$ cat config.mk
export PLATFORM = sky130hd
export DESIGN_NAME = counting_semaphore_table
export DESIGN_NICKNAME = d
export VERILOG_FILES = /design/src/hdl/csem_pkg.sv /design/src/hdl/counting_semaphore_table.sv /design/src/hdl/csem_ram.sv /design/src/hdl/csem_ctrl.sv /design/src/hdl/csem_dp.sv
export SDC_FILE = /design/constraint.sdc
export NUM_CORES = 2
export LEC_CHECK = 0
export BUFFER_PORTS_ARGS = -buffer_cell sky130_fd_sc_hd__buf_2
export CAP_MARGIN = 20
export CELL_PAD_IN_SITES_DETAIL_PLACEMENT = 1
export CELL_PAD_IN_SITES_GLOBAL_PLACEMENT = 1
export CORE_MARGIN = 3
export CORE_UTILIZATION = 50
export DETAILED_ROUTE_END_ITERATION = 8
export PLACE_DENSITY_LB_ADDON = 0.12
export SETUP_SLACK_MARGIN = 0.02
export SYNTH_ARGS = -nofsm -noshare
export SYNTH_HDL_FRONTEND = slang
export SYNTH_SLANG_ARGS = --single-unit
$ cat constraint.sdc
create_clock -name clk -period 5.69 [get_ports clk]
set_input_delay 0.2845 -clock clk [delete_from_list [all_inputs] [get_ports clk]]
set_output_delay 0.2845 -clock clk [all_outputs]
set_load 0.005 [all_outputs]
$ cat src/hdl/csem_pkg.sv
// ----------------------------------------------------------------------------
// csem_pkg
// Shared constants, types and helpers for the counting semaphore table.
// ----------------------------------------------------------------------------
package csem_pkg;

    // Table geometry
    localparam int NUM_SEM     = 32;
    localparam int QUEUE_DEPTH = 8;
    localparam int PID_WIDTH   = 8;

    // Fixed field widths of the request and result ports
    localparam int MODE_W  = 2;
    localparam int INDEX_W = 6;
    localparam int PID_W   = 8;
    localparam int COUNT_W = 16;
    localparam int STAT_W  = 2;

    // Derived widths
    localparam int IDX_W  = (NUM_SEM > 1) ? $clog2(NUM_SEM) : 1;
    localparam int QPTR_W = (QUEUE_DEPTH > 1) ? $clog2(QUEUE_DEPTH) : 1;
    localparam int FILL_W = $clog2(QUEUE_DEPTH + 1);
    localparam int WS_DEPTH = NUM_SEM * QUEUE_DEPTH;
    localparam int WS_AW  = (WS_DEPTH > 1) ? $clog2(WS_DEPTH) : 1;

    localparam logic [PID_W-1:0]   PID_MASK  =
        (PID_WIDTH >= PID_W) ? {PID_W{1'b1}} : PID_W'((1 << PID_WIDTH) - 1);
    localparam logic [COUNT_W-1:0] COUNT_MAX = {COUNT_W{1'b1}};

    // Operation codes
    localparam logic [MODE_W-1:0] MODE_INIT   = 2'd0;
    localparam logic [MODE_W-1:0] MODE_WAIT   = 2'd1;
    localparam logic [MODE_W-1:0] MODE_SIGNAL = 2'd2;

    // Status codes
    localparam logic [STAT_W-1:0] ST_OK   = 2'd0;
    localparam logic [STAT_W-1:0] ST_BAD  = 2'd1;
    localparam logic [STAT_W-1:0] ST_BUSY = 2'd2;
    localparam logic [STAT_W-1:0] ST_FULL = 2'd3;

    // One semaphore table entry
    typedef struct packed {
        logic [PID_W-1:0]   owner;
        logic [COUNT_W-1:0] count;
        logic [QPTR_W-1:0]  head;
        logic [QPTR_W-1:0]  tail;
        logic [FILL_W-1:0]  fill;
    } entry_t;

    localparam int ENTRY_W = $bits(entry_t);

    // Controller to datapath commands
    typedef struct packed {
        logic load;    // capture request, launch entry read
        logic exec;    // decide, update entry and queue store
    } ctrl_cmd_t;

    function automatic logic [QPTR_W-1:0] next_slot(input logic [QPTR_W-1:0] p);
        return (p == QPTR_W'(QUEUE_DEPTH - 1)) ? '0 : p + 1'b1;
    endfunction

    function automatic logic [WS_AW-1:0] slot_addr(input logic [IDX_W-1:0]  idx,
                                                   input logic [QPTR_W-1:0] ptr);
        return WS_AW'(int'(idx) * QUEUE_DEPTH + int'(ptr));
    endfunction

endpackage

$ cat src/hdl/counting_semaphore_table.sv
// ----------------------------------------------------------------------------
// counting_semaphore_table
// Table of counting semaphores with per-semaphore FIFO of blocked pids.
// A taken request passes through the execute state, then done pulses in
//   the respond state. A new request may be taken in respond but not in
//   execute, since the entry RAM's registered read is followed by its write-back.
// busy is high only in the execute cycle; done is a one-cycle strobe and
//   the receiver cannot stall it.
// Reset clears all valid flags at once (no clearing pass); queue slots are
//   only read after being written, so the queue store is not cleared.
// ----------------------------------------------------------------------------
module counting_semaphore_table (
    input  logic                          clk,
    input  logic                          rst_n,
    input  logic                          start,
    output logic                          busy,
    input  logic [csem_pkg::MODE_W-1:0]   mode,
    input  logic [csem_pkg::INDEX_W-1:0]  sem_index,
    input  logic [csem_pkg::PID_W-1:0]    caller_pid,
    input  logic [csem_pkg::COUNT_W-1:0]  init_value,
    output logic                          done,
    output logic [csem_pkg::STAT_W-1:0]   status,
    output logic                          must_block,
    output logic                          woken_valid,
    output logic [csem_pkg::PID_W-1:0]    woken_pid
);

    // Command bundle from the sequencer to the datapath
    csem_pkg::ctrl_cmd_t cmd;

    // Sequencer: request n is taken in idle or respond, passes through
    // execute (entry data arrives from the RAM, entry and queue get written),
    // then its result is strobed while request n+1 may already be taken.
    csem_ctrl u_ctrl (
        .clk   (clk),
        .rst_n (rst_n),
        .start (start),
        .busy  (busy),
        .done  (done),
        .cmd   (cmd)
    );

    // Datapath: holds the table, the valid flags and the queue store.
    // Wake pid comes straight from the queue RAM's read register, which
    // only reloads in the execute cycle, so it is stable during done.
    csem_dp u_dp (
        .clk         (clk),
        .rst_n       (rst_n),
        .cmd         (cmd),
        .mode        (mode),
        .sem_index   (sem_index),
        .caller_pid  (caller_pid),
        .init_value  (init_value),
        .status      (status),
        .must_block  (must_block),
        .woken_valid (woken_valid),
        .woken_pid   (woken_pid)
    );

    // A taken request yields its result strobe after the execute state
    a_req_to_done: assert property (@(posedge clk) disable iff (!rst_n)
        (start && !busy) |-> ##2 done)
        else $error("request did not produce a result strobe in time");

    // Results and execution never overlap
    a_done_not_busy: assert property (@(posedge clk) disable iff (!rst_n)
        done |-> !busy)
        else $error("result strobed while executing");

    // Blocking and waking are exclusive and only come with ok status
    a_block_wake_ok: assert property (@(posedge clk) disable iff (!rst_n)
        (done && (must_block || woken_valid)) |->
            (!(must_block && woken_valid) && status == csem_pkg::ST_OK))
        else $error("block/wake flags inconsistent with status");

    // No wake, no pid
    a_pid_zero: assert property (@(posedge clk) disable iff (!rst_n)
        (done && !woken_valid) |-> (woken_pid == '0))
        else $error("woken pid nonzero without a wake");

endmodule

$ cat src/hdl/csem_ram.sv
// ----------------------------------------------------------------------------
// csem_ram
// Simple dual-port RAM: one write port, one read port, registered read data.
// ----------------------------------------------------------------------------
module csem_ram #(
    parameter int WIDTH = 8,
    parameter int DEPTH = 32
) (
    input  logic                                   clk,
    input  logic                                   we,
    input  logic [((DEPTH > 1) ? $clog2(DEPTH) : 1)-1:0] waddr,
    input  logic [WIDTH-1:0]                       wdata,
    input  logic                                   re,
    input  logic [((DEPTH > 1) ? $clog2(DEPTH) : 1)-1:0] raddr,
    output logic [WIDTH-1:0]                       rdata
);

    logic [WIDTH-1:0] mem_reg [DEPTH];
    logic [WIDTH-1:0] rdata_reg;

    always_ff @(posedge clk)
    begin
        if (we)
        begin
            mem_reg[waddr] <= wdata;
        end
        if (re)
        begin
            rdata_reg <= mem_reg[raddr];
        end
    end

    assign rdata = rdata_reg;

endmodule

$ cat src/hdl/csem_ctrl.sv
// ----------------------------------------------------------------------------
// csem_ctrl
// Request sequencer: idle, execute, respond. A new request may enter while
// the previous result is being presented.
// ----------------------------------------------------------------------------
module csem_ctrl (
    input  logic                 clk,
    input  logic                 rst_n,
    input  logic                 start,
    output logic                 busy,
    output logic                 done,
    output csem_pkg::ctrl_cmd_t  cmd
);

    localparam logic [1:0] S_IDLE = 2'd0;
    localparam logic [1:0] S_EXEC = 2'd1;
    localparam logic [1:0] S_RESP = 2'd2;

    logic [1:0] state_reg;
    logic [1:0] state_next;
    logic       accept;

    assign busy   = (state_reg == S_EXEC);
    assign done   = (state_reg == S_RESP);
    assign accept = start && !busy;

    assign cmd.load = accept;
    assign cmd.exec = (state_reg == S_EXEC);

    always_comb
    begin
        state_next = state_reg;
        unique case (state_reg)
            S_IDLE:  state_next = accept ? S_EXEC : S_IDLE;
            S_EXEC:  state_next = S_RESP;
            S_RESP:  state_next = accept ? S_EXEC : S_IDLE;
            default: state_next = S_IDLE;
        endcase
    end

    always_ff @(posedge clk or negedge rst_n)
    begin
        if (!rst_n)
        begin
            state_reg <= S_IDLE;
        end
        else
        begin
            state_reg <= state_next;
        end
    end

endmodule

$ cat src/hdl/csem_dp.sv
// ----------------------------------------------------------------------------
// csem_dp
// Datapath: request registers, valid flags, entry table, wait queue store
// and result registers.
// ----------------------------------------------------------------------------
module csem_dp (
    input  logic                                 clk,
    input  logic                                 rst_n,
    input  csem_pkg::ctrl_cmd_t                  cmd,
    input  logic [csem_pkg::MODE_W-1:0]          mode,
    input  logic [csem_pkg::INDEX_W-1:0]         sem_index,
    input  logic [csem_pkg::PID_W-1:0]           caller_pid,
    input  logic [csem_pkg::COUNT_W-1:0]         init_value,
    output logic [csem_pkg::STAT_W-1:0]          status,
    output logic                                 must_block,
    output logic                                 woken_valid,
    output logic [csem_pkg::PID_W-1:0]           woken_pid
);

    // Captured request
    logic [csem_pkg::MODE_W-1:0]  mode_reg;
    logic [csem_pkg::INDEX_W-1:0] index_reg;
    logic [csem_pkg::PID_W-1:0]   pid_reg;
    logic [csem_pkg::COUNT_W-1:0] value_reg;

    logic [csem_pkg::NUM_SEM-1:0] valid_reg;
    logic [csem_pkg::NUM_SEM-1:0] valid_next;

    logic [csem_pkg::STAT_W-1:0]  status_reg;
    logic [csem_pkg::STAT_W-1:0]  status_next;
    logic                         block_reg;
    logic                         block_next;
    logic                         wake_reg;
    logic                         wake_next;

    logic [csem_pkg::IDX_W-1:0]   idx;
    logic                         in_range;
    logic                         sem_ok;
    csem_pkg::entry_t             entry_rd;
    csem_pkg::entry_t             entry_wr;
    logic [csem_pkg::ENTRY_W-1:0] entry_rdata;
    logic                         entry_we;
    logic                         ws_we;
    logic                         ws_re;
    logic [csem_pkg::WS_AW-1:0]   ws_waddr;
    logic [csem_pkg::WS_AW-1:0]   ws_raddr;
    logic [csem_pkg::PID_W-1:0]   ws_rdata;

    assign idx      = index_reg[csem_pkg::IDX_W-1:0];
    assign in_range = (int'(index_reg) < csem_pkg::NUM_SEM);
    assign sem_ok   = in_range && valid_reg[idx];
    assign entry_rd = csem_pkg::entry_t'(entry_rdata);

    assign ws_waddr = csem_pkg::slot_addr(idx, entry_rd.tail);
    assign ws_raddr = csem_pkg::slot_addr(idx, entry_rd.head);

    // Decision for the request held in the capture registers
    always_comb
    begin
        status_next = csem_pkg::ST_OK;
        block_next  = 1'b0;
        wake_next   = 1'b0;
        entry_wr    = entry_rd;
        entry_we    = 1'b0;
        ws_we       = 1'b0;
        ws_re       = 1'b0;
        valid_next  = valid_reg;

        if (!in_range)
        begin
            status_next = csem_pkg::ST_BAD;
        end
        else
        begin
            unique case (mode_reg)
                csem_pkg::MODE_INIT:
                begin
                    if (valid_reg[idx])
                    begin
                        status_next = csem_pkg::ST_BUSY;
                    end
                    else
                    begin
                        valid_next[idx] = 1'b1;
                        entry_wr.owner  = pid_reg;
                        entry_wr.count  = value_reg;
                        entry_wr.head   = '0;
                        entry_wr.tail   = '0;
                        entry_wr.fill   = '0;
                        entry_we        = 1'b1;
                    end
                end
                csem_pkg::MODE_WAIT:
                begin
                    if (!sem_ok)
                    begin
                        status_next = csem_pkg::ST_BAD;
                    end
                    else if (entry_rd.count != '0)
                    begin
                        entry_wr.count = entry_rd.count - 1'b1;
                        entry_we       = 1'b1;
                    end
                    else if (entry_rd.fill == csem_pkg::FILL_W'(csem_pkg::QUEUE_DEPTH))
                    begin
                        status_next = csem_pkg::ST_FULL;
                    end
                    else
                    begin
                        entry_wr.tail = csem_pkg::next_slot(entry_rd.tail);
                        entry_wr.fill = entry_rd.fill + 1'b1;
                        entry_we      = 1'b1;
                        ws_we         = 1'b1;
                        block_next    = 1'b1;
                    end
                end
                csem_pkg::MODE_SIGNAL:
                begin
                    if (!sem_ok)
                    begin
                        status_next = csem_pkg::ST_BAD;
                    end
                    else if (entry_rd.fill == '0)
                    begin
                        if (entry_rd.count != csem_pkg::COUNT_MAX)
                        begin
                            entry_wr.count = entry_rd.count + 1'b1;
                            entry_we       = 1'b1;
                        end
                    end
                    else
                    begin
                        entry_wr.head = csem_pkg::next_slot(entry_rd.head);
                        entry_wr.fill = entry_rd.fill - 1'b1;
                        entry_we      = 1'b1;
                        ws_re         = 1'b1;
                        wake_next     = 1'b1;
                    end
                end
                default:
                begin
                    status_next = csem_pkg::ST_BAD;
                end
            endcase
        end
    end

    // Entry table: owner, counter and queue pointers per semaphore
    csem_ram #(
        .WIDTH (csem_pkg::ENTRY_W),
        .DEPTH (csem_pkg::NUM_SEM)
    ) u_entry_ram (
        .clk   (clk),
        .we    (cmd.exec && entry_we),
        .waddr (idx),
        .wdata (entry_wr),
        .re    (cmd.load),
        .raddr (sem_index[csem_pkg::IDX_W-1:0]),
        .rdata (entry_rdata)
    );

    // Wait queue store, one ring of slots per semaphore
    csem_ram #(
        .WIDTH (csem_pkg::PID_W),
        .DEPTH (csem_pkg::WS_DEPTH)
    ) u_wait_ram (
        .clk   (clk),
        .we    (cmd.exec && ws_we),
        .waddr (ws_waddr),
        .wdata (pid_reg),
        .re    (cmd.exec && ws_re),
        .raddr (ws_raddr),
        .rdata (ws_rdata)
    );

    always_ff @(posedge clk)
    begin
        if (cmd.load)
        begin
            mode_reg  <= mode;
            index_reg <= sem_index;
            pid_reg   <= caller_pid & csem_pkg::PID_MASK;
            value_reg <= init_value;
        end
        if (cmd.exec)
        begin
            status_reg <= status_next;
            block_reg  <= block_next;
        end
    end

    always_ff @(posedge clk or negedge rst_n)
    begin
        if (!rst_n)
        begin
            valid_reg <= '0;
            wake_reg  <= 1'b0;
        end
        else if (cmd.exec)
        begin
            valid_reg <= valid_next;
            wake_reg  <= wake_next;
        end
    end

    assign status      = status_reg;
    assign must_block  = block_reg;
    assign woken_valid = wake_reg;
    assign woken_pid   = wake_reg ? ws_rdata : '0;

endmodule

After elaboration in Yosys (flattened, before gate mapping)
Memory sizes are Yosys's and may differ from the RTL's. A register that Yosys moved wholly into a read port is not among the register bits.
Index checks and enable logic that the tools add are counted.
W data, S select, Z words.
{"block": "totals", "romBits": 0, "ramBits": 3136, "reg_bits": 70, "n_memories": 2, "latchBits": 0, "word_cells": 99}
{"block": "classes", "mux": 54, "n_lt_le_gt_ge": 3, "add_sub_neg": 8, "n_reduce_logical": 13, "multipliers": 0, "n_bitwise": 2, "eq_ne": 8, "div": 0, "n_shift": 0}
{"name": "u_dp.u_wait_ram.mem_reg", "depth": 256, "word_bits": 8, "rd": 1, "rd_ports_with_merged_regs": 1, "wr": 1, "line_no": "csem_ram.sv:18", "rtl": "logic [WIDTH-1:0] mem_reg [DEPTH];"}
{"name": "u_dp.u_entry_ram.mem_reg", "depth": 32, "word_bits": 34, "rd": 1, "rd_ports_with_merged_regs": 1, "wr": 1, "line_no": "csem_ram.sv:18"}
{"cell": "$mux W34", "count": 2}
{"cell": "$mux W16", "count": 4}
{"cell": "$pmux W16 S3", "count": 1}
{"cell": "$or A32 B32 Y32", "count": 1}
{"cell": "$mux W1", "count": 24}
{"cell": "$mux W7", "count": 3}
{"cell": "$mux W19", "count": 1}
{"cell": "$add A16 B1 Y16 const B", "count": 1}
{"cell": "$add A8 B3 Y8", "count": 2}
{"cell": "$mux W8", "count": 2}
{"cell": "$ne A16 B16 Y1 const B", "count": 1}
{"cell": "$reduce_bool A16 Y1", "count": 1}
{"cell": "$sub A16 B1 Y16 const B", "count": 1}
{"cell": "$pmux W3 S2", "count": 2}
{"cell": "$pmux W4 S3", "count": 1}
{"cell": "$mux W3", "count": 3}
{"cell": "$mux W2", "count": 4}
{"cell": "$mux W4", "count": 2}
{"cell": "$add A3 B1 Y3 const B", "count": 2}
{"cell": "$eq A3 B3 Y1 const B", "count": 2}
{"cell": "$logic_and A1 B1 Y1", "count": 6}
{"cell": "$lt A5 B6 Y1 const B", "count": 1}
{"cell": "$lt A6 B6 Y1 const B", "count": 1}
{"cell": "$pmux W2 S3", "count": 1}
{"cell": "16 further kinds", "count": 19}

Depth between registers and ports, before layout
{"block": "logic_depth", "ltp_word": 9, "depth_mapped": 13, "ltp_nobuf": 9}

Modules after synthesis
Synthesis repeated with hierarchy kept, for this count alone.
{"block": "unflattened", "hier_cells": 6636, "area_unflattened_um2": 127922.7}
{"mod": "csem_ram (u_dp.u_wait_ram)", "cells_per_inst": 3733, "area_each_um2": 79636.4, "n_inst": 1}
{"mod": "csem_ram (u_dp.u_entry_ram)", "cells_per_inst": 2399, "area_each_um2": 43447.9, "n_inst": 1}
{"mod": "csem_dp", "cells_per_inst": 496, "area_each_um2": 4733.3, "n_inst": 1}
{"mod": "csem_ctrl", "cells_per_inst": 8, "area_each_um2": 105.1, "n_inst": 1}

Worst setup path before layout
Ideal clock, no wire load.
{"block": "synth_timing", "path_kind": "reg-to-reg", "startpoint": "register u_dp.index_reg[2] (netlist bit)", "endpoint": "memory u_dp.u_entry_ram.mem_reg[0][13] (netlist bit) (data pin)", "setup_time_ns": 0.615, "n_path_buf": 3, "slack_ns": 0.957, "period_less_slack_ns": 4.733, "stages_incl_launch_ff": 10, "arrival_time_ns": 4.118, "path_cell_list": "edfxtp_1 buf_2 or3b_2 o22ai_1 o21ai_1 a31oi_1 buf_2 buf_2 nand3_1 o311ai_0"}
{"item": "from (decl)", "line_no": "csem_dp.sv:22", "rtl": "logic [csem_pkg::INDEX_W-1:0] index_reg;"}
{"item": "from (signal assigned)", "line_no": "csem_dp.sv:181", "rtl": "index_reg <= sem_index;"}
{"item": "to (decl)", "line_no": "csem_ram.sv:18"}

Final worst setup path
{"block": "layout_timing", "startpoint": "register u_dp.index_reg[4] (netlist bit)", "endpoint": "memory u_dp.u_wait_ram.mem_reg[624][2], in the netlist u_dp.u_wait_ram.mem_reg[156][2] (enable)"}
{"block": "layout_via", "elab_chain_len": 9}
{"item": "$bmux W1 S5", "line_no": "csem_dp.sv:51", "rtl": "assign sem_ok = in_range && valid_reg[idx];"}
{"item": "$mux W1 (implied by the code)", "line_no": "csem_dp.sv:51"}
{"item": "$logic_and A1 B1 Y1", "line_no": "csem_dp.sv:51"}
{"item": "$mux W1", "line_no": "csem_dp.sv:95", "rtl": "if (!sem_ok)"}
{"item": "$mux W1", "line_no": "csem_dp.sv:75", "rtl": "unique case (mode_reg)"}
{"item": "$mux W1", "line_no": "csem_dp.sv:69", "rtl": "if (!in_range)"}
{"item": "$logic_and A1 B1 Y1", "line_no": "csem_dp.sv:168", "rtl": ".we (cmd.exec && ws_we),"}
{"item": "$mux W1", "line_no": "csem_ram.sv:23", "rtl": "if (we)"}
{"item": "$mux W1 (implied by the code)", "line_no": "csem_ram.sv:25", "rtl": "mem_reg[waddr] <= wdata;"}
{"item": "to (decl)", "line_no": "csem_ram.sv:18"}
Parallel ways exist; a longest one is shown, timed or not. The select of a mux whose other input is x is not followed.

==> results.md <==
* Die height at 488.9 um
* Max_cap viols at 0
* Util after Layout at 57.07%
* Type of the most critical hold path: in2reg
* Detailed placement HPWL at 188400 um
* Post-CTS Resized at 0
* Register area at 0.08943 mm^2
* Outcome: finished, violations left
* Asr flop ratio synth at 1.173%
* Crit. Startpoint: u_dp.index_reg[4]$_DFFE_PP_
* Most frequent CP cell: nand3_1
* Port Buffers at 48
* Post-synth EDFFs at 2949
* Dominant cells by area after synthesis: edfxtp_1 (76%), mux4_2 (16%), mux2i_1 (1.2%)
* VDD IR max at 0.3349 mV
* CP max stage delay at 0.97 ns
* Crit path capture type: flop
* RSZ-0062 raised after global routing: no
* Fin area at 0.1318 mm^2
* WHS at 0.07411 ns
* Vias at 57380
* Routed WL at 319200 um
* Crit Path Max Fanout at 16
* Register area share after synthesis at 76.70%
* Worst path required time at 6.24 ns
* Routability congestion estimate at 0.8583
* Worst path cell trace: buf_4 -> nand3_1 -> o22ai_1 -> o21ai_1 -> a31oi_2 -> and2_1 -> buf_16 -> nand3_1 -> nor2_1
* Tcrit/Tclk final at 87.87%
* Ys flop type: edfxtp_1
* Hold_sp: caller_pid[5]
* Clock slew at reported path FFs at 0.06 ns
* FF+latch count, synth at 2984
* CP Launch Type: flop
* Placed cell area at 0.1216 mm^2
* Min Tclk post-route at 5.000 ns
* R2R Path End: u_dp.u_wait_ram.mem_reg[156][2]$_DFFE_PP_
* Num ports at 49
* CTS Root Cell: clkbuf_16
* DIE WIDTH at 488.9 um
* Worst-Skew Late Latency at 0.92 ns
* TNS Setup at 0 ns
* First-pass GRT wire length at 456000 um
* Reg2Reg Depth at 9
* Buf/Inv on CP at 2
* Post-synth top area share at 75.95%
* Fin nets at 5647
* Fin. Hold Viols at 0
* Ys Warns at 0
* Layout cells sized above 1 at 27.95%
* Die Area at 0.2390 mm^2
* Post-DR vias/cell at 6.485
* Critical R2R Launch: u_dp.index_reg[4]$_DFFE_PP_
* Pwr dens at 359.7 mW/mm^2
* Largest register FFs at 2048
* Synthesized area at 0.1166 mm^2
* Area growth, synth to finish at 13.08%
* Largest delay share family, worst path: simple AND/OR/NAND/NOR gates
* Max Clock Freq at 200.0 MHz
* Leak at 41.29 nW
* Synthesized net count at 5331
* R2r setup slk at 0.69 ns
* Gr usage total at 26.97%
* Initial Util at 50.47%
* Kind of critical path: reg2reg
* CTS sink count at 2984
* Failing checks: max-slew violations
* FILL cells at 19160
* CTS Buf Count at 321
* GRT overflow at 0
* Wire per inst at 36.07 um
* Multi-input logic area at 0.02593 mm^2
* CTS tree: built
* Post-DRT Antenna Nets at 0
* Final setup skew at 0.06074 ns
* # setup viols final at 0
* Detailed-router iteration count before antenna repair at 5
* Tot Pwr at 47.42 mW
* Crit path DAT at 5.55 ns
* WHS Path Cells at 2
* Yosys top cell by area: edfxtp_1
* Final number of max-transition violations at 344
* Rows at 176
* Vias in the first global route at 59350
* CTS max path bufs at 4
* Syn avg cell area at 22.08 um^2
* Number of library cell types mapped by synthesis at 68
* Antenna violations before repair at 11
* Core box area at 0.2310 mm^2
* Slew headroom at -19.37%
* Critical-path top delay cell: nor2_1
* Largest net degree at the start of global routing at 217
* DR iter-0 viols at 7365
* Depth of the CTS H-tree at 5
* Gate Count Post-Synth at 5280
* DRC viols at 0
* Worst slew pin tran at 1.791 ns
* WHS Endpoint: u_dp.pid_reg[5]$_DFFE_PP_
-- metal layers --
layer	vias up	track usage, %	wire [um]
li1	22930	-	-
met1	31210	39.10	130700
met2	2731	42.61	154000
met3	500	4.315	23860
met4	4	8.516	10680
met5	-	0	21
-- layout by cell type (no fill, tap or decap), types with 13 or more instances in the layout --
cell           synthesis  final
mux2i_1              139    139
nor2b_1               14     14
edfxtp_1            2949   2949
dfrtp_1               35     35
ha_1                  16     16
o21bai_1              16     16
a21oi_1               26     25
nor2_1               298    269
nand3_1               46     44
a221oi_1              13     13
clkinv_1               1     64
nand2_1              118    115
nor3_1                62     62
bufinv_16              0     21
clkbuf_1             149     71
mux4_2               830    830
o22ai_1               53     50
buf_12                 0     22
buf_4                 24    187
clkbuf_16              0    327
clkinv_2               0     43
buf_16                 0     13
inv_1                 24     23
o21ai_0               51     48
and2_1                15     14
dlygate4sd3_1          0     29
mux2_2                40     40
buf_2                 88     45
a22oi_1               13     13
nor2_4                 0     28
nand4_1               14     14
a21o_1                14     14
-- layout make-up --
class                   instances  share of cell area [%]
multi-input cells            1955                   19.67
flip-flops and latches       2984                   67.83
diodes                          5                0.009490
well taps                    3026                   2.872
clock inverters               147                  0.9490
repair buffers                308                   2.180
inverters                      26                 0.08161
clock buffers                 398                   6.409
-- through the flow --
step	setup slack [ns]	std cells
6_report	0.6902	8849
5_1_grt	0.4468	8847
4_1_cts	0.4384	8833
3_5_place_dp	0.4725	8259
3_3_place_gp	0.01743	8246
2_1_floorplan	0.9568	5280
-- where the power goes --
group	switching [mW]	internal [mW]	leakage, nW
Combinational	2.05	1.20	9.51
Clock	8.27	11.4	4.74
Sequential	0.0762	24.4	27.0
Total	10.4	37.0	41.3
-- Yosys cell counts (all sizes together), types with 4 or more instances --
cell and count:
nor4b 4, nand4 14, o22ai 53, nor2b 14, inv 25, mux2 40, nand3 46, nand2b 9
dfrtp 35, buf 166, a21oi 26, a221o 5, o211ai 9, a31o 6, a221oi 14, nand4b 4
clkbuf 149, a2111oi 4, o21bai 16, nand3b 4, nor4 12, o21ai 52, edfxtp 2949, nand2 118
nor2 298, mux4 830, or4 4, o2111ai 5, o31ai 8, a21o 14, and2 17, ha 16
and3 15, mux2i 139, a31oi 14, a211oi 11, o311ai 4, or3 10, nor3 63, a22oi 13
o221ai 6
-- worst max-delay path by stage --
stage / endpoint / cells past startpoint / slack [ns]
finish: u_dp.u_wait_ram.mem_reg[156][2]$_DFFE_PP_ / 9 / 0.69
global route: u_dp.u_wait_ram.mem_reg[157][7]$_DFFE_PP_ / 9 / 0.45
CTS: u_dp.u_wait_ram.mem_reg[156][3]$_DFFE_PP_ / 8 / 0.44
detailed placement: u_dp.u_wait_ram.mem_reg[156][4]$_DFFE_PP_ / 8 / 0.47
global placement: u_dp.u_wait_ram.mem_reg[156][3]$_DFFE_PP_ / 7 / 0.02
floorplan: u_dp.u_entry_ram.mem_reg[0][13]$_DFFE_PP_ / 9 / 0.96
-- logic make-up after synthesis --
group                      count (synthesis)  synth area share (%)
adders and majority gates                 16                0.1717
buffers and inverters                    341                 1.327
muxes                                   1009                 17.61
and+or+nand+nor                          643                 2.491
AOI/OAI and AO/OA                        287                 1.698
DFF                                     2984                 76.70
-- repair_timing --
action / 4_1_cts / 5_1_grt
buffers inserted: 0 / 0
hold buffers: 29 / 0
hold endpoints to repair: 71 / 0
Note: power is estimated with default switching activity, not from simulation.
